File: config.mk
export PLATFORM = sky130hd
export DESIGN_NAME = date_add_subtract_days_flat
export DESIGN_NICKNAME = d
export VERILOG_FILES = /design/src/rtl/dasd_pkg.sv /design/src/rtl/dasd_in_if.sv /design/src/rtl/dasd_out_if.sv /design/src/rtl/dasd_ctrl.sv /design/src/rtl/dasd_dp.sv /design/src/rtl/date_add_subtract_days.sv /design/src/flat_wrapper.sv
export SDC_FILE = /design/constraint.sdc
export NUM_CORES = 1
export LEC_CHECK = 0
export BUFFER_PORTS_ARGS = -buffer_cell sky130_fd_sc_hd__buf_2
export CAP_MARGIN = 20
export CORE_UTILIZATION = 45
export CTS_CLUSTER_DIAMETER = 80
export DETAILED_ROUTE_END_ITERATION = 12
export PLACE_DENSITY = 0.66
export SLEW_MARGIN = 20
export SYNTH_ARGS = -nofsm -noshare
export SYNTH_HDL_FRONTEND = slang
export SYNTH_SLANG_ARGS = --single-unit
File: constraint.sdc
create_clock -name i_clk -period 7.5 [get_ports i_clk]
set_input_delay 1.125 -clock i_clk [delete_from_list [all_inputs] [get_ports i_clk]]
set_output_delay 1.125 -clock i_clk [all_outputs]
set_load 0.02 [all_outputs]
File: src/rtl/dasd_pkg.sv
// dasd_pkg: shared widths, month-length table, leap rule and the
// controller/datapath command and status structs of the date add/subtract unit.
// No dependencies.
package dasd_pkg;

    localparam int MODE_W     = 1;
    localparam int YEAR_IN_W  = 14;
    localparam int MONTH_W    = 4;
    localparam int DAY_W      = 5;
    localparam int COUNT_W    = 16;
    localparam int YEAR_OUT_W = 15;

    // running year covers -181..16563, running day -65535..65566
    localparam int YEAR_W     = 16;
    localparam int DAY_ACC_W  = 18;

    // year mod 400 counter and its reciprocal-multiply initialization
    localparam int Y400_W      = 9;
    localparam int Q400_W      = 6;
    localparam int RECIP_SHIFT = 22;
    localparam int RECIP400    = 10486;   // ceil(2^22 / 400), exact for 14-bit years
    localparam int PROD_W      = 2 * YEAR_IN_W;
    localparam int REM_W       = YEAR_IN_W + 1;

    localparam logic [Y400_W-1:0] Y400_LAST = Y400_W'(399);
    localparam logic [Y400_W-1:0] CENT_1    = Y400_W'(100);
    localparam logic [Y400_W-1:0] CENT_2    = Y400_W'(200);
    localparam logic [Y400_W-1:0] CENT_3    = Y400_W'(300);

    localparam logic [MONTH_W-1:0] JAN = MONTH_W'(1);
    localparam logic [MONTH_W-1:0] FEB = MONTH_W'(2);
    localparam logic [MONTH_W-1:0] DEC = MONTH_W'(12);

    localparam logic MODE_ADD = 1'b0;
    localparam logic MODE_SUB = 1'b1;

    typedef struct packed {
        logic load;       // capture a new transaction
        logic init_mul;   // estimate year / 400
        logic init_rem;   // form year mod 400
        logic step;       // normalize one month
        logic capture;    // move the finished date to the output register
    } t_cmd;

    typedef struct packed {
        logic done;       // day lies inside the running month
    } t_status;

    // Leap year from the positive flag and year mod 400.
    function automatic logic is_leap(input logic pos, input logic [Y400_W-1:0] y400);
        is_leap = pos && (y400[1:0] == 2'b00) &&
                  (y400 != CENT_1) && (y400 != CENT_2) && (y400 != CENT_3);
    endfunction

    function automatic logic [DAY_W-1:0] days_in(input logic [MONTH_W-1:0] month,
                                                 input logic leap);
        logic [DAY_W-1:0] len;
        case (month)
            4'd2:                   len = leap ? DAY_W'(29) : DAY_W'(28);
            4'd4, 4'd6, 4'd9, 4'd11: len = DAY_W'(30);
            default:                len = DAY_W'(31);
        endcase
        days_in = len;
    endfunction

endpackage

File: src/rtl/dasd_in_if.sv
// dasd_in_if: input channel of the date add/subtract unit, valid/ready
// handshake with the starting date, day count and mode. Depends on dasd_pkg.
interface dasd_in_if;
    logic                             valid;
    logic                             ready;
    logic [dasd_pkg::MODE_W-1:0]      mode;
    logic [dasd_pkg::YEAR_IN_W-1:0]   start_year;
    logic [dasd_pkg::MONTH_W-1:0]     start_month;
    logic [dasd_pkg::DAY_W-1:0]       start_day;
    logic [dasd_pkg::COUNT_W-1:0]     day_count;

    modport source (output valid, mode, start_year, start_month, start_day, day_count,
                    input ready);
    modport sink   (input valid, mode, start_year, start_month, start_day, day_count,
                    output ready);
endinterface

File: src/rtl/dasd_out_if.sv
// dasd_out_if: result channel of the date add/subtract unit, valid/ready
// handshake with the resulting date. Depends on dasd_pkg.
interface dasd_out_if;
    logic                                  valid;
    logic                                  ready;
    logic signed [dasd_pkg::YEAR_OUT_W-1:0] result_year;
    logic [dasd_pkg::MONTH_W-1:0]          result_month;
    logic [dasd_pkg::DAY_W-1:0]            result_day;

    modport source (output valid, result_year, result_month, result_day, input ready);
    modport sink   (input valid, result_year, result_month, result_day, output ready);
endinterface

File: src/rtl/dasd_ctrl.sv
// dasd_ctrl: sequencer of the date add/subtract unit; walks init, month
// normalization and result hand-off, and owns both handshakes. Depends on dasd_pkg.
module dasd_ctrl (
    input  logic               i_clk,
    input  logic               i_rst_n,
    input  logic               i_in_valid,
    output logic               o_in_ready,
    output logic               o_out_valid,
    input  logic               i_out_ready,
    output dasd_pkg::t_cmd     o_cmd,
    input  dasd_pkg::t_status  i_status
);

    typedef enum logic [2:0] {
        S_IDLE,
        S_INIT_MUL,
        S_INIT_REM,
        S_RUN,
        S_DONE
    } t_state;

    t_state r_state, n_state;
    logic   r_out_valid, n_out_valid;
    logic   slot_free;

    assign o_in_ready  = (r_state == S_IDLE);
    assign o_out_valid = r_out_valid;
    assign slot_free   = !r_out_valid || i_out_ready;

    always_comb begin
        o_cmd          = '0;
        o_cmd.load     = (r_state == S_IDLE) && i_in_valid;
        o_cmd.init_mul = (r_state == S_INIT_MUL);
        o_cmd.init_rem = (r_state == S_INIT_REM);
        o_cmd.step     = (r_state == S_RUN) && !i_status.done;
        o_cmd.capture  = (r_state == S_DONE) && slot_free;
    end

    always_comb begin
        n_state = r_state;
        unique case (r_state)
            S_IDLE:     if (i_in_valid) n_state = S_INIT_MUL;
            S_INIT_MUL: n_state = S_INIT_REM;
            S_INIT_REM: n_state = S_RUN;
            S_RUN:      if (i_status.done) n_state = S_DONE;
            S_DONE:     if (slot_free) n_state = S_IDLE;
            default:    n_state = S_IDLE;
        endcase
        if (o_cmd.capture) begin
            n_out_valid = 1'b1;
        end else if (i_out_ready) begin
            n_out_valid = 1'b0;
        end else begin
            n_out_valid = r_out_valid;
        end
    end

    always_ff @(posedge i_clk) begin
        if (!i_rst_n) begin
            r_state     <= S_IDLE;
            r_out_valid <= 1'b0;
        end else begin
            r_state     <= n_state;
            r_out_valid <= n_out_valid;
        end
    end

`ifndef ASSERT_OFF
    a_run_to_done: assert property (@(posedge i_clk) disable iff (!i_rst_n)
        (r_state == S_RUN && i_status.done) |=> (r_state == S_DONE))
        else $error("normalization finished but sequencer did not advance");
    a_run_holds: assert property (@(posedge i_clk) disable iff (!i_rst_n)
        o_cmd.step |=> (r_state == S_RUN))
        else $error("sequencer left normalization while a month step was pending");
    a_capture_valid: assert property (@(posedge i_clk) disable iff (!i_rst_n)
        o_cmd.capture |=> o_out_valid)
        else $error("captured result not presented");
`endif

endmodule

File: src/rtl/dasd_dp.sv
// dasd_dp: datapath of the date add/subtract unit; running date registers,
// year mod 400 counter, month step logic and output register. Depends on dasd_pkg.
module dasd_dp (
    input  logic                                   i_clk,
    input  logic                                   i_rst_n,
    input  dasd_pkg::t_cmd                         i_cmd,
    output dasd_pkg::t_status                      o_status,
    input  logic [dasd_pkg::MODE_W-1:0]            i_mode,
    input  logic [dasd_pkg::YEAR_IN_W-1:0]         i_start_year,
    input  logic [dasd_pkg::MONTH_W-1:0]           i_start_month,
    input  logic [dasd_pkg::DAY_W-1:0]             i_start_day,
    input  logic [dasd_pkg::COUNT_W-1:0]           i_day_count,
    output logic signed [dasd_pkg::YEAR_OUT_W-1:0] o_result_year,
    output logic [dasd_pkg::MONTH_W-1:0]           o_result_month,
    output logic [dasd_pkg::DAY_W-1:0]             o_result_day
);

    logic                                   r_mode;
    logic signed [dasd_pkg::YEAR_W-1:0]     r_year;
    logic [dasd_pkg::MONTH_W-1:0]           r_month;
    logic signed [dasd_pkg::DAY_ACC_W-1:0]  r_day;
    logic [dasd_pkg::Y400_W-1:0]            r_y400;
    logic [dasd_pkg::Q400_W-1:0]            r_q400;
    logic signed [dasd_pkg::YEAR_OUT_W-1:0] r_res_year;
    logic [dasd_pkg::MONTH_W-1:0]           r_res_month;
    logic [dasd_pkg::DAY_W-1:0]             r_res_day;

    logic [dasd_pkg::MONTH_W-1:0]           start_month_c;
    logic signed [dasd_pkg::DAY_ACC_W-1:0]  start_day_s;
    logic signed [dasd_pkg::DAY_ACC_W-1:0]  count_s;
    logic [dasd_pkg::PROD_W-1:0]            prod;
    logic [dasd_pkg::REM_W-1:0]             rem;

    logic [dasd_pkg::DAY_W-1:0]             len_cur;
    logic [dasd_pkg::DAY_W-1:0]             len_prev;
    logic                                   wrap_up, wrap_dn;
    logic [dasd_pkg::MONTH_W-1:0]           next_month, prev_month;
    logic signed [dasd_pkg::YEAR_W-1:0]     next_year, prev_year;
    logic [dasd_pkg::Y400_W-1:0]            next_y400, prev_y400, y400_inc, y400_dec;

    // clamp month into 1..12 before normalizing
    always_comb begin
        if (i_start_month < dasd_pkg::JAN) begin
            start_month_c = dasd_pkg::JAN;
        end else if (i_start_month > dasd_pkg::DEC) begin
            start_month_c = dasd_pkg::DEC;
        end else begin
            start_month_c = i_start_month;
        end
    end

    assign start_day_s = signed'(dasd_pkg::DAY_ACC_W'(i_start_day));
    assign count_s     = signed'(dasd_pkg::DAY_ACC_W'(i_day_count));

    // year / 400 by reciprocal multiply, then the remainder in the next cycle
    assign prod = r_year[dasd_pkg::YEAR_IN_W-1:0] *
                  dasd_pkg::YEAR_IN_W'(dasd_pkg::RECIP400);
    assign rem  = dasd_pkg::REM_W'(r_year[dasd_pkg::YEAR_IN_W-1:0]) -
                  dasd_pkg::REM_W'(r_q400 * dasd_pkg::Y400_W'(400));

    // forward and backward neighbor months
    assign y400_inc   = (r_y400 == dasd_pkg::Y400_LAST) ? '0 : r_y400 + 1'b1;
    assign y400_dec   = (r_y400 == '0) ? dasd_pkg::Y400_LAST : r_y400 - 1'b1;
    assign wrap_up    = (r_month == dasd_pkg::DEC);
    assign wrap_dn    = (r_month == dasd_pkg::JAN);
    assign next_month = wrap_up ? dasd_pkg::JAN : r_month + 1'b1;
    assign prev_month = wrap_dn ? dasd_pkg::DEC : r_month - 1'b1;
    assign next_year  = wrap_up ? r_year + signed'(dasd_pkg::YEAR_W'(1)) : r_year;
    assign prev_year  = wrap_dn ? r_year - signed'(dasd_pkg::YEAR_W'(1)) : r_year;
    assign next_y400  = wrap_up ? y400_inc : r_y400;
    assign prev_y400  = wrap_dn ? y400_dec : r_y400;

    assign len_cur  = dasd_pkg::days_in(r_month,
                                        dasd_pkg::is_leap(r_year > 0, r_y400));
    assign len_prev = dasd_pkg::days_in(prev_month,
                                        dasd_pkg::is_leap(prev_year > 0, prev_y400));

    always_comb begin
        if (r_mode == dasd_pkg::MODE_ADD) begin
            o_status.done = (r_day <= signed'(dasd_pkg::DAY_ACC_W'(len_cur)));
        end else begin
            o_status.done = (r_day > 0);
        end
    end

    always_ff @(posedge i_clk) begin
        if (i_cmd.load) begin
            r_mode  <= i_mode[0];
            r_year  <= signed'(dasd_pkg::YEAR_W'(i_start_year));
            r_month <= start_month_c;
            r_day   <= (i_mode[0] == dasd_pkg::MODE_ADD) ? start_day_s + count_s
                                                         : start_day_s - count_s;
        end
        if (i_cmd.init_mul) begin
            r_q400 <= prod[dasd_pkg::PROD_W-1:dasd_pkg::RECIP_SHIFT];
        end
        if (i_cmd.init_rem) begin
            r_y400 <= rem[dasd_pkg::Y400_W-1:0];
        end
        if (i_cmd.step) begin
            if (r_mode == dasd_pkg::MODE_ADD) begin
                r_day   <= r_day - signed'(dasd_pkg::DAY_ACC_W'(len_cur));
                r_month <= next_month;
                r_year  <= next_year;
                r_y400  <= next_y400;
            end else begin
                r_day   <= r_day + signed'(dasd_pkg::DAY_ACC_W'(len_prev));
                r_month <= prev_month;
                r_year  <= prev_year;
                r_y400  <= prev_y400;
            end
        end
        if (i_cmd.capture) begin
            r_res_year  <= r_year[dasd_pkg::YEAR_OUT_W-1:0];
            r_res_month <= r_month;
            r_res_day   <= r_day[dasd_pkg::DAY_W-1:0];
        end
    end

    assign o_result_year  = r_res_year;
    assign o_result_month = r_res_month;
    assign o_result_day   = r_res_day;

`ifndef ASSERT_OFF
    a_month_range: assert property (@(posedge i_clk) disable iff (!i_rst_n)
        i_cmd.step |=> (r_month >= dasd_pkg::JAN && r_month <= dasd_pkg::DEC))
        else $error("running month left 1..12");
    a_add_day_pos: assert property (@(posedge i_clk) disable iff (!i_rst_n)
        (i_cmd.step && r_mode == dasd_pkg::MODE_ADD) |=> (r_day > 0))
        else $error("forward step drove the day to zero or below");
    a_y400_range: assert property (@(posedge i_clk) disable iff (!i_rst_n)
        i_cmd.init_rem |=> (r_y400 <= dasd_pkg::Y400_LAST))
        else $error("year mod 400 out of range after init");
`endif

endmodule

File: src/rtl/date_add_subtract_days.sv
// date_add_subtract_days: top level of the Gregorian date add/subtract unit.
// Depends on dasd_pkg, dasd_in_if, dasd_out_if, dasd_ctrl and dasd_dp.
//
// Usage:
//   i_in  (sink):   one transaction carries mode, start_year, start_month,
//                   start_day and day_count; accepted when valid and ready.
//   o_out (source): one transaction per input with result_year (two's
//                   complement), result_month and result_day.
//   Sequence: accept in idle, form year mod 400 in the multiply state and
//   then the subtract state (one multiply, one subtract), step one month per
//   pass through the run state until the day settles, then hand the result
//   off in the done state; the month-stepping loop dominates for large
//   counts. One transaction is in work at a time; the next is
//   accepted right after the result moves to the output register, even
//   while that result still waits.
//   Reset (i_rst_n low, synchronous) returns the sequencer to idle and drops
//   any pending result. When the receiver stalls, the finished result holds
//   in the output register and the next computed result waits in the
//   datapath until the register frees up.
module date_add_subtract_days (
    input  logic  i_clk,
    input  logic  i_rst_n,
    dasd_in_if.sink    i_in,
    dasd_out_if.source o_out
);

    dasd_pkg::t_cmd    cmd;
    dasd_pkg::t_status status;

    // sequencer: handshakes and per-cycle commands
    dasd_ctrl u_ctrl (
        .i_clk       (i_clk),
        .i_rst_n     (i_rst_n),
        .i_in_valid  (i_in.valid),
        .o_in_ready  (i_in.ready),
        .o_out_valid (o_out.valid),
        .i_out_ready (o_out.ready),
        .o_cmd       (cmd),
        .i_status    (status)
    );

    // datapath: running date, leap counter, output register
    dasd_dp u_dp (
        .i_clk          (i_clk),
        .i_rst_n        (i_rst_n),
        .i_cmd          (cmd),
        .o_status       (status),
        .i_mode         (i_in.mode),
        .i_start_year   (i_in.start_year),
        .i_start_month  (i_in.start_month),
        .i_start_day    (i_in.start_day),
        .i_day_count    (i_in.day_count),
        .o_result_year  (o_out.result_year),
        .o_result_month (o_out.result_month),
        .o_result_day   (o_out.result_day)
    );

`ifndef ASSERT_OFF
    a_busy_after_accept: assert property (@(posedge i_clk) disable iff (!i_rst_n)
        (i_in.valid && i_in.ready) |=> !i_in.ready)
        else $error("second transaction accepted while one is in work");
    a_load_on_accept: assert property (@(posedge i_clk) disable iff (!i_rst_n)
        cmd.load == (i_in.valid && i_in.ready))
        else $error("datapath load does not match input acceptance");
    a_out_hold: assert property (@(posedge i_clk) disable iff (!i_rst_n)
        (o_out.valid && !o_out.ready) |=> (o_out.valid &&
            $stable(o_out.result_year) && $stable(o_out.result_month) &&
            $stable(o_out.result_day)))
        else $error("stalled result changed or dropped");
`endif

endmodule

File: src/flat_wrapper.sv
// flat-port wrapper written by rule: the top's interface ports become plain ports
module date_add_subtract_days_flat 
  (i_clk, i_rst_n, i_in_valid, i_in_mode, i_in_start_year, i_in_start_month, i_in_start_day, i_in_day_count, i_in_ready, o_out_valid, o_out_result_year, o_out_result_month, o_out_result_day, o_out_ready);
  dasd_in_if i_in_i ();
  dasd_out_if o_out_i ();
  input  logic i_clk;
  input  logic i_rst_n;
  input wire logic [$bits(i_in_i.valid)-1:0] i_in_valid;
  input wire logic [$bits(i_in_i.mode)-1:0] i_in_mode;
  input wire logic [$bits(i_in_i.start_year)-1:0] i_in_start_year;
  input wire logic [$bits(i_in_i.start_month)-1:0] i_in_start_month;
  input wire logic [$bits(i_in_i.start_day)-1:0] i_in_start_day;
  input wire logic [$bits(i_in_i.day_count)-1:0] i_in_day_count;
  output wire logic [$bits(i_in_i.ready)-1:0] i_in_ready;
  output wire logic [$bits(o_out_i.valid)-1:0] o_out_valid;
  output wire logic [$bits(o_out_i.result_year)-1:0] o_out_result_year;
  output wire logic [$bits(o_out_i.result_month)-1:0] o_out_result_month;
  output wire logic [$bits(o_out_i.result_day)-1:0] o_out_result_day;
  input wire logic [$bits(o_out_i.ready)-1:0] o_out_ready;
  assign i_in_i.valid = i_in_valid;
  assign i_in_i.mode = i_in_mode;
  assign i_in_i.start_year = i_in_start_year;
  assign i_in_i.start_month = i_in_start_month;
  assign i_in_i.start_day = i_in_start_day;
  assign i_in_i.day_count = i_in_day_count;
  assign i_in_ready = i_in_i.ready;
  assign o_out_valid = o_out_i.valid;
  assign o_out_result_year = o_out_i.result_year;
  assign o_out_result_month = o_out_i.result_month;
  assign o_out_result_day = o_out_i.result_day;
  assign o_out_i.ready = o_out_ready;
  date_add_subtract_days u_core (.i_clk(i_clk), .i_rst_n(i_rst_n), .i_in(i_in_i), .o_out(o_out_i));
endmodule
# --- Word-level counts from Yosys, hierarchy flattened ---
# Index checks and enable logic that the tools add are counted.
totals:
  wordCells: 117
  ff_bits: 82
op_classes:
  n_reduce_logical: 26
  addsub: 11
  n_eq_ne: 27
  mul: 2
  mux: 34
  n_lt_le_gt_ge: 6
op_table:
  columns: ["cell", "count"]
  rows:
  - ["$mux W16", 5]
  - ["$mux W18", 4]
  - ["$mux W9", 7]
  - ["$gt A16 B1 Y1 const B", 2]
  - ["$mux W4", 7]
  - ["$mul A14 B13 Y27 const B", 1]
  - ["$eq A4 B4 Y1 const B", 5]
  - ["$add A18 B6 Y18", 1]
  - ["$gt A18 B1 Y1 const B", 1]
  - ["$le A18 B6 Y1", 1]
  - ["$ne A9 B7 Y1 const B", 2]
  - ["$ne A9 B8 Y1 const B", 2]
  - ["$ne A9 B9 Y1 const B", 2]
  - ["$sub A18 B6 Y18", 1]
  - ["$add A5 B16 Y17", 1]
  - ["$sub A5 B16 Y17", 1]
  - ["$add A16 B2 Y16 const B", 1]
  - ["$eq A4 B3 Y1 const B", 4]
  - ["$sub A16 B2 Y16 const B", 1]
  - ["$pmux W3 S5", 1]
  - ["$logic_and A1 B1 Y1", 11]
  - ["$add A9 B1 Y9 const B", 1]
  - ["$eq A9 B9 Y1 const B", 1]
  - ["$logic_not A9 Y1", 1]
  - ["25 further kinds", 42]

# --- Depth between registers and ports, before layout ---
# Gate-level depths: netlist of run 1.
depth:
  ltp_word: 13
  mapped_depth: 20

# --- Modules after synthesis ---
# Synthesis of run 1 repeated with hierarchy kept, for this count alone.
hier_totals:
  cells_unflattened: 1045
  hier_area_um2: 9850.7
modules_own_cells:
  columns: ["mod", "instances", "cells_each", "seq_area_each_um2", "area_per_inst_um2"]
  rows:
  - ["dasd_dp", 1, 1018, 2312.2, 9613.0]
  - ["dasd_ctrl", 1, 27, 80.1, 237.7]

# --- Least setup slack after synthesis of run 1 ---
# Ideal clock, no wire load.
synth_path:
  path_kind: "register -> register"
  from: "register u_core.u_dp.r_year[8] in the netlist's numbering"
  to: "register u_core.u_dp.r_year[0] in the netlist's numbering (enable)"
  t_arrival_ns: 4.224
  path_buffers: 1
  required_ns: 7.089
  slack_ns: 2.865
  setup_time_ns: 0.411
  path_stages_with_launch: 18
  cell_sequence: "edfxtp_1 inv_1 ha_1 nand4_1 nor4b_1 o41ai_1 nand3_1 nand2_1 ha_1 inv_1 fa_1 nand4_1 a21oi_1 nor2_1 o21ai_0 o311ai_1 clkbuf_1 o21ai_0"
synth_between:
  elab_chain_len: 13
synth_lines:
  columns: ["item", "line_no", "rtl"]
  rows:
  - ["start, declared", "dasd_dp.sv:19", "logic signed [dasd_pkg::YEAR_W-1:0] r_year;"]
  - ["start signal, assigned", "dasd_dp.sv:89", "r_year <= signed'(dasd_pkg::YEAR_W'(i_start_year));"]
  - ["start signal, assigned", "dasd_dp.sv:104", "r_year <= next_year;"]
  - ["start signal, assigned", "dasd_dp.sv:109", "r_year <= prev_year;"]
  - ["$gt A16 B1 Y1 *", "dasd_dp.sv:74", "dasd_pkg::is_leap(r_year > 0, r_y400));"]
  - ["$logic_and A1 B1 Y1 * (2 in a row)", "dasd_pkg.sv:51", "is_leap = pos && (y400[1:0] == 2'b00) &&"]
  - ["$logic_and A1 B1 Y1 * (2 in a row)", "dasd_pkg.sv:52", "(y400 != CENT_1) && (y400 != CENT_2) && (y400 != CENT_3);"]
  - ["$mux W1 *", "dasd_pkg.sv:59", "4'd2: len = leap ? DAY_W'(29) : DAY_W'(28);"]
  - ["$pmux W2 S2 *", "dasd_pkg.sv:58", "case (month)"]
  - ["$le A18 B6 Y1 *", "dasd_dp.sv:80", "o_status.done = (r_day <= signed'(dasd_pkg::DAY_ACC_W'(len_cur)));"]
  - ["$mux W1 *", "dasd_dp.sv:79", "if (r_mode == dasd_pkg::MODE_ADD) begin"]
  - ["$logic_not A1 Y1 *", "dasd_ctrl.sv:35", "o_cmd.step = (r_state == S_RUN) && !i_status.done;"]
  - ["$logic_and A1 B1 Y1 *", "dasd_ctrl.sv:35", null]
  - ["$ne A3 B3 Y1 (no line) or $reduce_bool A2 Y1 (tied branches)", null, null]
  - ["$reduce_and A2 Y1 (no line) *", null, null]
# Every way passes the cells marked *; elsewhere a longest branch is shown, timed or not.
# A chain may end at the register's enable or synchronous reset.

# --- Final worst setup path of run 1 ---
layout_path:
  from: "register u_core.u_dp.r_month[1] in the netlist's numbering"
  to: "register u_core.u_dp.r_day[17] in the netlist's numbering (data pin)"
layout_between:
  elab_chain_len: 12
layout_lines:
  columns: ["item", "line_no", "rtl"]
  rows:
  - ["start, declared", "dasd_dp.sv:20", "logic [dasd_pkg::MONTH_W-1:0] r_month;"]
  - ["start signal, assigned", "dasd_dp.sv:90", "r_month <= start_month_c;"]
  - ["start signal, assigned", "dasd_dp.sv:103", "r_month <= next_month;"]
  - ["start signal, assigned", "dasd_dp.sv:108", "r_month <= prev_month;"]
  - ["$eq A4 B1 Y1", "dasd_dp.sv:65", "assign wrap_dn = (r_month == dasd_pkg::JAN);"]
  - ["$mux W16 or $mux W9 (tied branches)", "dasd_dp.sv:69, dasd_dp.sv:71", null]
  - ["$gt A16 B1 Y1 or $logic_not A2 Y1 (tied branches)", "dasd_dp.sv:76, dasd_pkg.sv:51", null]
  - ["$logic_and A1 B1 Y1 (2 in a row)", "dasd_pkg.sv:51", null]
  - ["$logic_and A1 B1 Y1 (2 in a row)", "dasd_pkg.sv:52", null]
  - ["$mux W1", "dasd_pkg.sv:59", null]
  - ["$pmux W2 S2", "dasd_pkg.sv:58", null]
  - ["$add A18 B6 Y18", "dasd_dp.sv:107", "r_day <= r_day + signed'(dasd_pkg::DAY_ACC_W'(len_prev));"]
  - ["$mux W18", "dasd_dp.sv:101", "if (r_mode == dasd_pkg::MODE_ADD) begin"]
  - ["$mux W18 *", "dasd_dp.sv:100", "if (i_cmd.step) begin"]
  - ["end signal, assigned", "dasd_dp.sv:91", "r_day <= (i_mode[0] == dasd_pkg::MODE_ADD) ? start_day_s + count_s"]
  - ["end signal, assigned", "dasd_dp.sv:102", "r_day <= r_day - signed'(dasd_pkg::DAY_ACC_W'(len_cur));"]
  - ["end signal, assigned", "dasd_dp.sv:107", null]
  - ["end, declared", "dasd_dp.sv:21", "logic signed [dasd_pkg::DAY_ACC_W-1:0] r_day;"]
# Marked as above.

==> results of run 1 <==
## cells in the mapped netlist (all sizes together) (4+ instances only)
cell,number,area share
nor2b,9,0.0056
o21ai,50,0.025
nand3b,4,0.0030
nand2,64,0.024
a41oi,4,0.0043
a211oi,8,0.0060
or4,4,0.0034
mux2i,14,0.014
nand4,13,0.0081
o211ai,6,0.0045
edfxtp,77,0.23
dfxtp,4,0.0080
xor2,22,0.019
nand3,29,0.015
nor3,18,0.0090
fa,67,0.13
a21oi,59,0.030
buf,11,0.0069
a22oi,7,0.0053
a21boi,6,0.0045
o31ai,4,0.0030
xnor2,59,0.052
inv,156,0.059
nor2,62,0.023
o22ai,10,0.0063
o21a,5,0.0045
ha,151,0.19
a21o,6,0.0045
and3,16,0.011
or3,5,0.0031
nor4b,4,0.0041
clkbuf,35,0.013
a31oi,15,0.0094
nor3b,4,0.0030
nor4,9,0.0056
## final timing paths
path                            cells after the start                                endpoint  slack, ps                                   from
worst min register to register                      2  u_core.u_ctrl.o_out_valid$_SDFFE_PN0P_        560  u_core.u_ctrl.r_state[2]$_SDFFE_PN0P_
worst max register to register                     17         u_core.u_dp.r_day[17]$_DFFE_PP_       2310       u_core.u_dp.r_month[1]$_DFFE_PP_
worst max-delay path                               17         u_core.u_dp.r_day[17]$_DFFE_PP_       2310       u_core.u_dp.r_month[1]$_DFFE_PP_
worst min-delay path                                2  u_core.u_ctrl.o_out_valid$_SDFFE_PN0P_        560  u_core.u_ctrl.r_state[2]$_SDFFE_PN0P_
## cells in the final DEF, fill, tap and decap left out, drive strengths merged, types with 7 or more instances in the layout
| cell | instances |
|---|---|
| o21ai | 50 |
| xnor2 | 59 |
| edfxtp | 77 |
| a211oi | 8 |
| nor3 | 18 |
| a21oi | 59 |
| xor2 | 22 |
| and3 | 16 |
| a22oi | 7 |
| buf | 75 |
| clkbuf | 13 |
| fa | 67 |
| nand4 | 13 |
| nand3 | 29 |
| ha | 151 |
| o22ai | 10 |
| a31oi | 15 |
| nand2 | 64 |
| nor2 | 62 |
| nor2b | 9 |
| mux2i | 14 |
| inv | 156 |
| nor4 | 9 |
## registers in the layout (all words and copies together) (netlist names), 3 cells and up
name,flops
u_core.u_dp.o_result_month,4
u_core.u_dp.r_day,18
u_core.u_dp.r_y400,9
u_core.u_dp.o_result_day,5
u_core.u_ctrl.r_state,3
u_core.u_dp.o_result_year,15
u_core.u_dp.r_year,16
u_core.u_dp.r_q400,5
u_core.u_dp.r_month,4
## metrics by stage
stage / hold slack, ps / power [mW] / setup WS (ps) / utilization
after floorplan: 424 / 1.88 / 2870 / -
after global placement: 536 / 2.24 / 2500 / 0.483
after detailed placement: 551 / 2.28 / 2340 / 0.483
after CTS: 560 / 2.71 / 2350 / 0.496
after global routing: 594 / 2.98 / 1990 / 0.496
final: 558 / 2.67 / 2310 / 0.496
## power breakdown
group	switching (mW)	internal, mW	total (mW)
clock	0.183	0.233	0.416
combinational	0.879	0.717	1.60
sequential	0.0869	0.572	0.659
## metal layers
metal | up-vias | track usage | share of wire
met4 | 0 | 0.0415 | 0.011
met2 | 220 | 0.327 | 0.43
met3 | 18 | 0.0355 | 0.058
li1 | 3789 | - | -
met1 | 3646 | 0.341 | 0.50
met5 | - | 0 | 0
## worst max-delay path, stage by stage, from the launching register on
cell       delay (ps)
edfxtp_1          510
inv_1             150
ha_1              310
or3b_1            590
or4_4             670
o21a_4            160
and3_4            170
mux2_2            270
a41oi_2           240
a2bb2oi_2         160
ha_1              190
a21oi_1           130
a2111oi_0         580
and3_1            260
a41oi_1           110
o21bai_1          190
xor2_1            150
mux2i_1            80
## cells by family after synthesis
group                      Yosys count
adders and majority gates          218
xor gates and xnor gates            81
AOI/OAI and AO/OA                  211
muxes                               16
DFF                                 81
buffers and inverters              203
and+or+nand+nor                    259
## layout make-up
type	instances	area, um2
flip-flops and latches	81	2390
fillers	2102	11000
multi-input cells	785	6830
inverters	157	589
repair buffers	75	390
clock buffers	13	250
clock inverters	3	20.0
well taps	280	350
==> run summary, run 1 <==
Worst-Skew Late Latency -> 350 ps
Largest net degree at the start of global routing -> 56
Core area -> 0.0218 mm2
Worst vdd ir -> 177 uV
Share of post-route cells with drive strength above 1 -> 0.0943
Reg clk slew, reported paths -> 60 ps
Area share of fa/ha/maj cells after synthesis -> 0.323
Status -> complete, no violations
Hold Buf Count CTS -> 0
Crit path DAT -> 5270 ps
Max clock buf depth -> 2
Minimum clock period -> 5190 ps
Maxcap violations -> 0
Pre-antenna DRT Iters -> 7
EDFF count, synth -> 77
Cells after Synth -> 1069
Final ANT Viol Nets -> 0
CTS sink cnt -> 81
Top FF cell, synth -> edfxtp_1
Main combinational cell family by area after synthesis -> adder cells
RSZ-0062 raised after global routing -> false
Simple-gate share of the synthesized area -> 0.133
Starting Density -> 0.458
Overflow after GRT -> 0
Measured slew at the worst slew-check pin -> 1010 ps
Die Y-Extent -> 151 um
Die width -> 151 um
Fin. Hold Viols -> 0
Area of the mapped netlist -> 0.00999 mm2
DRT iter0 DRCs -> 521
Via count -> 7673
Slew margin rel. -> 0.325
Synth cell types -> 77
Port bufs -> 69
Final net count -> 1371
Post_cts resized -> 0
Post-DP HPWL -> 18800 um
Cell Pwr Density -> 247 mW/mm2
Startpoint Class -> flip-flop
Synth Area in Compound Gates -> 0.138
Final setup fails -> 0
Slew Limit Fails -> 0
Initial antenna violation count -> 0
Root Buffer -> clkbuf_16
Placed cell count -> 1378
WL/cell -> 17.0 um
Clock skew -> 9.73 ps
Pleak -> 4.86 nW
Critical path capture point type -> flip-flop
DR DRC count -> 0
Ys Warns -> 0
Area delta synth->final -> 8.34%
Die area -> 0.0228 mm2
Synth Area in XOR/XNOR -> 0.0710
Antenna diodes -> 0
# Post-CTS Setup Buffers -> 0
Final setup TNS -> 0 ps
H-tree depth -> 3
Num CTS Buffers -> 9
Overall Global Routing Usage -> 0.222
Hold Crit Class -> reg2reg
Cell Rows -> 54
#FFs+latches synth -> 81
CTS tree -> yes
Async SR Flop Fraction -> 0
Placer congestion estimate -> 0.911
Post-synthesis mux area share -> 0.0163
Post-route cell area -> 0.0108 mm2
Synthesized net count -> 1331
Synth Area per Inst -> 9.34 um2
Final worst path period share -> 0.692
Worst endpoint required time -> 7580 ps
Seq/Total Area, Yosys -> 0.240
Non-Filler Instances -> 1394
Crit Path Category -> reg2reg
WL final -> 23700 um
Highest clock rate -> 193 MHz
Io pins -> 70
Crit-path max FO -> 11
First-pass GRT wire length -> 39200 um
Area after DPL -> 0.0106 mm2
Number of global-route vias before repair -> 7472
DR vias/cell -> 5.50
(Power assumes the default switching activity.)
==> inputs of run 2 (changes only) <==
==> constraint.sdc (replaced) <==
create_clock -name i_clk -period 5.1 [get_ports i_clk]
set_input_delay 0.765 -clock i_clk [delete_from_list [all_inputs] [get_ports i_clk]]
set_output_delay 0.765 -clock i_clk [all_outputs]
set_load 0.02 [all_outputs]
==> run summary, run 2 (synthesized netlist as in run 1, its figures left out) <==
Fillers -> 2082 (-0.95%)
Die width -> 151 um (unchanged)
CP startpoint -> u_core.u_dp.r_year[8]$_DFFE_PP_
Max FFs per register -> 18 (unchanged)
Startpoint Class -> flip-flop
Hold Startpoint -> u_core.u_ctrl.o_out_valid$_SDFFE_PN0P_
Num CTS Buffers -> 9 (unchanged)
Reg clk slew, reported paths -> 60 ps (about the same)
Via count -> 7933 (+3.4%)
Measured slew at the worst slew-check pin -> 856 ps (-154 ps)
Pre-antenna DRT Iters -> 5 (-2)
DR vias/cell -> 5.59 (+1.5%)
Placer congestion estimate -> 0.908 (-0.36%)
Multi-input gate area -> 0.00684 mm2 (+0.16%)
R2R setup slack -> 360 ps (-1950 ps)
Final worst path period share -> 0.930 (+0.238)
Final setup fails -> 0 (unchanged)
Post-route cell area -> 0.0111 mm2 (+2.5%)
R2R Path End -> u_core.u_dp.r_q400[4]$_DFFE_PN_
WL/cell -> 16.8 um (-0.84%)
Largest net degree at the start of global routing -> 56 (unchanged)
Delay-heaviest family, CP -> adder cells
Worst endpoint required time -> 5200 ps (-2380 ps)
Hold Path End -> u_core.u_ctrl.o_out_valid$_SDFFE_PN0P_
Reg with most FFs -> u_core.u_dp.r_day
Area delta synth->final -> 11.1%
Number of global-route vias before repair -> 7545 (+0.98%)
Fin. Hold Viols -> 0 (unchanged)
Slew margin rel. -> 0.428 (+0.103)
Crit Reg-Reg Startpoint -> u_core.u_dp.r_year[8]$_DFFE_PP_
Placed cell count -> 1404 (+1.9%)
Worst-Skew Late Latency -> 360 ps (about the same)
Most common cell after layout, fill and taps aside -> inv_1
Cell Pwr Density -> 365 mW/mm2 (+48%)
Root Buffer -> clkbuf_16
Crit path max-delay cell type -> fa_1
FF-to-FF path depth -> 17 (unchanged)
DRT iter0 DRCs -> 517 (-0.77%)
Pleak -> 5.01 nW (+3.0%)
Die area -> 0.0228 mm2 (unchanged)
Commonest cells after routing, fill and taps aside -> 155 x inv_1, 151 x ha_1, 77 x edfxtp_1
RSZ-0062 raised after global routing -> false
Buf/Inv on CP -> 4 (+3)
CTS tree -> yes
Io pins -> 70 (unchanged)
Maxcap violations -> 0 (unchanged)
Final Power -> 4.05 mW (+52%)
Antenna diodes -> 0 (unchanged)
Post-DP HPWL -> 19000 um (+0.99%)
Reg area -> 0.00239 mm2 (unchanged)
Final setup TNS -> 0 ps (unchanged)
Port bufs -> 69 (unchanged)
Crit Path Category -> reg2reg
Crit path DAT -> 4850 ps (-420 ps)
Initial antenna violation count -> 0 (unchanged)
DR DRC count -> 0 (unchanged)
Minimum clock period -> 4740 ps (-446 ps)
Status -> complete, no violations
Area after DPL -> 0.0108 mm2 (+2.0%)
Overflow after GRT -> 0 (unchanged)
Overall Global Routing Usage -> 0.223 (+0.00125)
CTS sink cnt -> 81 (unchanged)
Core area -> 0.0218 mm2 (unchanged)
Slew Limit Fails -> 0 (unchanged)
First-pass GRT wire length -> 39200 um (about the same)
Non-Filler Instances -> 1420 (+1.9%)
Crit-path max FO -> 7 (-4)
Clock skew -> 11.6 ps (+1.86 ps)
Hold Buf Count CTS -> 0 (unchanged)
Max stage delay on crit path -> 540 ps (-130 ps)
Die Y-Extent -> 151 um (unchanged)
H-tree depth -> 3 (unchanged)
Hold Crit Class -> reg2reg
Critical path capture point type -> flip-flop
Cell Rows -> 54 (unchanged)
Worst hold stages -> 2 (unchanged)
Starting Density -> 0.458 (unchanged)
WL final -> 23900 um (+1.0%)
# Post-CTS Setup Buffers -> 0 (unchanged)
Worst vdd ir -> 274 uV (+54%)
Final net count -> 1397 (+1.9%)
Share of post-route cells with drive strength above 1 -> 0.119 (+0.0250)
Highest clock rate -> 211 MHz (+9.4%)
Final ANT Viol Nets -> 0 (unchanged)
CP cell instances -> ha_1, inv_1, fa_1, inv_1, fa_1, inv_1, fa_1, fa_1, inv_1, ha_1, nor3_1, o21ai_0, o21ai_1, a21oi_1, a41o_1, nor2_1, xnor2_1
Max clock buf depth -> 2 (unchanged)
run 2: changes by cell type in the layout (fill, tap and decap cells not counted), moves of 2 or more:
cell / previous run / this run
clkinvlp_4: 2 / 4
buf_4: 6 / 31
clkbuf_1: 3 / 0
bufinv_16: 0 / 2
a2111oi_0: 2 / 0
run 2: final cells by class:
cell class / count / share of cell area
clock buffers: 9 / 0.0203
clock inverters: 7 / 0.00857
inverters: 157 / 0.0535
multi-input cells: 785 / 0.617
flip-flops and latches: 81 / 0.216
well taps: 280 / 0.0316
repair buffers: 101 / 0.0539
run 2: worst max path at each step:
stage,endpoint,slack [ps],cells after the start
4_1_cts,u_core.u_dp.r_day[17]$_DFFE_PP_,50,18
3_3_place_gp,u_core.u_dp.r_day[17]$_DFFE_PP_,250,18
3_5_place_dp,u_core.u_dp.r_day[17]$_DFFE_PP_,180,18
5_1_grt,u_core.u_dp.r_q400[3]$_DFFE_PN_,9,17
2_1_floorplan,u_core.u_dp.r_year[0]$_DFFE_PP_,470,17
6_report,u_core.u_dp.r_q400[4]$_DFFE_PN_,360,17
run 2: power breakdown:
part	total (mW)	internal [mW]	switching [mW]
registers	0.939	0.840	0.0994
clock network	0.718	0.428	0.290
logic	2.39	1.07	1.32
total	4.05	2.34	1.71
run 2: worst register-to-register path: stages, from the launching register on:
cell and delay [ps]:
edfxtp_1 530, ha_1 380, inv_1 60, fa_1 500, inv_1 50, fa_1 490, inv_1 40, fa_1 460
fa_1 540, inv_1 40, ha_1 220, nor3_1 130, o21ai_0 110, o21ai_1 280, a21oi_1 190, a41o_1 280
nor2_1 120, xnor2_1 70
run 2: timing repair:
action	CTS	global route
endpoints found under the hold margin	0	0
setup endpoints to repair	0	7
gates resized for setup	0	6
run 2: per-stage QoR:
stage,util,hold slack (ps),setup WS (ps)
finish,0.508,561,358
global route,0.508,592,9.42
CTS,0.508,567,46.6
detailed placement,0.493,547,179
global placement,0.493,540,245
floorplan,-,424,465
run 2: per-layer routing:
metal | global-route usage | share of wire | wire length [um] | vias up
li1 | - | - | - | 3847
met1 | 0.337 | 0.49 | 11800 | 3832
met2 | 0.333 | 0.43 | 10300 | 233
met3 | 0.0337 | 0.065 | 1540 | 21
met4 | 0.0495 | 0.011 | 259 | 0
met5 | 0 | 0 | 0 | -
==> inputs of run 3 (changes only) <==
--- a/config.mk
+++ b/config.mk
@@ -10,7 +10,8 @@
 export CORE_UTILIZATION = 45
 export CTS_CLUSTER_DIAMETER = 80
 export DETAILED_ROUTE_END_ITERATION = 12
-export PLACE_DENSITY = 0.66
+export PLACE_DENSITY_LB_ADDON = 0.15
+export SKIP_CTS_REPAIR_TIMING = 1
 export SLEW_MARGIN = 20
 export SYNTH_ARGS = -nofsm -noshare
 export SYNTH_HDL_FRONTEND = slang
==> run summary, run 3 (synthesized netlist as in run 1, its figures left out) <==
Final Power -> 3.98 mW (-1.6%)
Worst vdd ir -> 314 uV (+15%)
Die area -> 0.0228 mm2 (unchanged)
Reg clk slew, reported paths -> 70 ps (about the same)
Port bufs -> 69 (unchanged)
DR DRC count -> 0 (unchanged)
Final setup TNS -> 0 ps (unchanged)
WL final -> 24400 um (+2.0%)
Worst-Skew Late Latency -> 350 ps (about the same)
Num CTS Buffers -> 9 (unchanged)
Hold Startpoint -> u_core.u_ctrl.o_out_valid$_SDFFE_PN0P_
DRT iter0 DRCs -> 491 (-5.0%)
Clock skew -> 11.5 ps (-0.133 ps)
Minimum clock period -> 4810 ps (+64.5 ps)
R2R Path End -> u_core.u_dp.r_q400[4]$_DFFE_PN_
Fin. Hold Viols -> 0 (unchanged)
Core area -> 0.0218 mm2 (unchanged)
Die width -> 151 um (unchanged)
Final setup fails -> 0 (unchanged)
Startpoint Class -> flip-flop
Reg with most FFs -> u_core.u_dp.r_day
Via count -> 7768 (-2.1%)
Share of post-route cells with drive strength above 1 -> 0.122 (+0.00276)
Slew Limit Fails -> 0 (unchanged)
Largest net degree at the start of global routing -> 58 (+3.6%)
Worst endpoint required time -> 5190 ps (about the same)
Final ANT Viol Nets -> 0 (unchanged)
Max FFs per register -> 18 (unchanged)
FF-to-FF path depth -> 16 (-1)
Pleak -> 5.03 nW (+0.44%)
CTS sink cnt -> 81 (unchanged)
CTS tree -> yes
Max clock buf depth -> 2 (unchanged)
Die Y-Extent -> 151 um (unchanged)
Final worst slack -> 294 ps (-64.5 ps)
Slew margin rel. -> 0.440 (+0.0115)
Overall Global Routing Usage -> 0.225 (+0.00220)
Hold Path End -> u_core.u_ctrl.o_out_valid$_SDFFE_PN0P_
Most common cell after layout, fill and taps aside -> inv_1
Status -> complete, no violations
Pre-antenna DRT Iters -> 6 (+1)
Area delta synth->final -> 11.1% (about the same)
Initial antenna violation count -> 0 (unchanged)
Commonest cells after routing, fill and taps aside -> 156 x inv_1, 151 x ha_1, 77 x edfxtp_1
Io pins -> 70 (unchanged)
Crit-path max FO -> 8 (+1)
Hold Crit Class -> reg2reg
Measured slew at the worst slew-check pin -> 838 ps (-17.2 ps)
Final net count -> 1404 (+0.50%)
Post-DP HPWL -> 19400 um (+2.4%)
Routed wl met2 -> 10200 um (-0.33%)
Highest clock rate -> 208 MHz (-1.3%)
Placer congestion estimate -> 0.875 (-3.6%)
WL/cell -> 17.1 um (+1.5%)
First-pass GRT wire length -> 39400 um (+0.51%)
RSZ-0062 raised after global routing -> false
Critical path capture point type -> flip-flop
Area after DPL -> 0.0108 mm2 (+0.28%)
Setup slack at placement -> 203 ps (+23.6 ps)
Starting Density -> 0.458 (unchanged)
Crit path DAT -> 4900 ps (+50 ps)
Number of global-route vias before repair -> 7455 (-1.2%)
Final worst path period share -> 0.942 (+0.0126)
Antenna diodes -> 0 (unchanged)
DR vias/cell -> 5.44 (-2.6%)
Post-route cell area -> 0.0111 mm2 (about the same)
DR top layer -> met4
Crit Reg-Reg Startpoint -> u_core.u_dp.r_year[7]$_DFFE_PP_
R2R setup slack -> 290 ps (-60 ps)
Maxcap violations -> 0 (unchanged)
Met1 wire length -> 12800 um (+7.9%)
Crit Path Category -> reg2reg
Root Buffer -> clkbuf_16
Cell Rows -> 54 (unchanged)
Worst hold stages -> 2 (unchanged)
Metal3 WL -> 1100 um (-28%)
H-tree depth -> 3 (unchanged)
Overflow after GRT -> 0 (unchanged)
Cell Pwr Density -> 359 mW/mm2 (-1.6%)
==> run 3: power breakdown <==
part,internal (mW),switching (mW)
Clock,0.346,0.289
Combinational,1.08,1.34
Sequential,0.839,0.0854
==> run 3: final cells by class <==
cell class | count | area (um2)
Clock buffer | 11 | 243
Timing Repair Buffer | 108 | 651
Inverter | 157 | 589
Tap cell | 280 | 350
Multi-Input combinational cell | 785 | 6830
Sequential cell | 81 | 2390
Fill cell | 2112 | 10700
Clock inverter | 5 | 40.0
==> run 3: metrics by stage <==
step,util,hold WS [ps],std cells
2_1_floorplan,-,424,1069
3_3_place_gp,0.494,537,1408
3_5_place_dp,0.494,535,1408
4_1_cts,0.507,560,1424
5_1_grt,0.508,586,1427
6_report,0.508,555,1427
==> run 3: metal layers <==
layer / track usage / up-vias
met5: 0 / -
met4: 0.0520 / 0
met3: 0.0220 / 19
met2: 0.322 / 158
met1: 0.359 / 3725
li1: - / 3866
==> run 3: worst max-delay path, cell delays in order (launching register included) <==
cell,delay (ps)
edfxtp_1,570
buf_4,240
fa_1,540
ha_1,140
inv_1,50
fa_1,530
inv_1,50
fa_1,460
fa_1,490
ha_1,300
o21a_1,170
o2111ai_1,220
a41o_1,200
a21oi_1,70
a41o_1,290
nor2_1,120
xnor2_1,90
==> run 3: worst max-delay path by stage <==
stage | startpoint | to
after floorplan | u_core.u_dp.r_year[8]$_DFFE_PP_ | u_core.u_dp.r_year[0]$_DFFE_PP_
after global placement | u_core.u_dp.r_year[6]$_DFFE_PP_ | u_core.u_dp.r_day[17]$_DFFE_PP_
after detailed placement | u_core.u_dp.r_year[5]$_DFFE_PP_ | u_core.u_dp.r_q400[4]$_DFFE_PN_
after CTS | u_core.u_dp.r_year[5]$_DFFE_PP_ | u_core.u_dp.r_q400[4]$_DFFE_PN_
after global routing | u_core.u_dp.r_year[7]$_DFFE_PP_ | u_core.u_dp.r_q400[4]$_DFFE_PN_
final | u_core.u_dp.r_year[7]$_DFFE_PP_ | u_core.u_dp.r_q400[4]$_DFFE_PN_
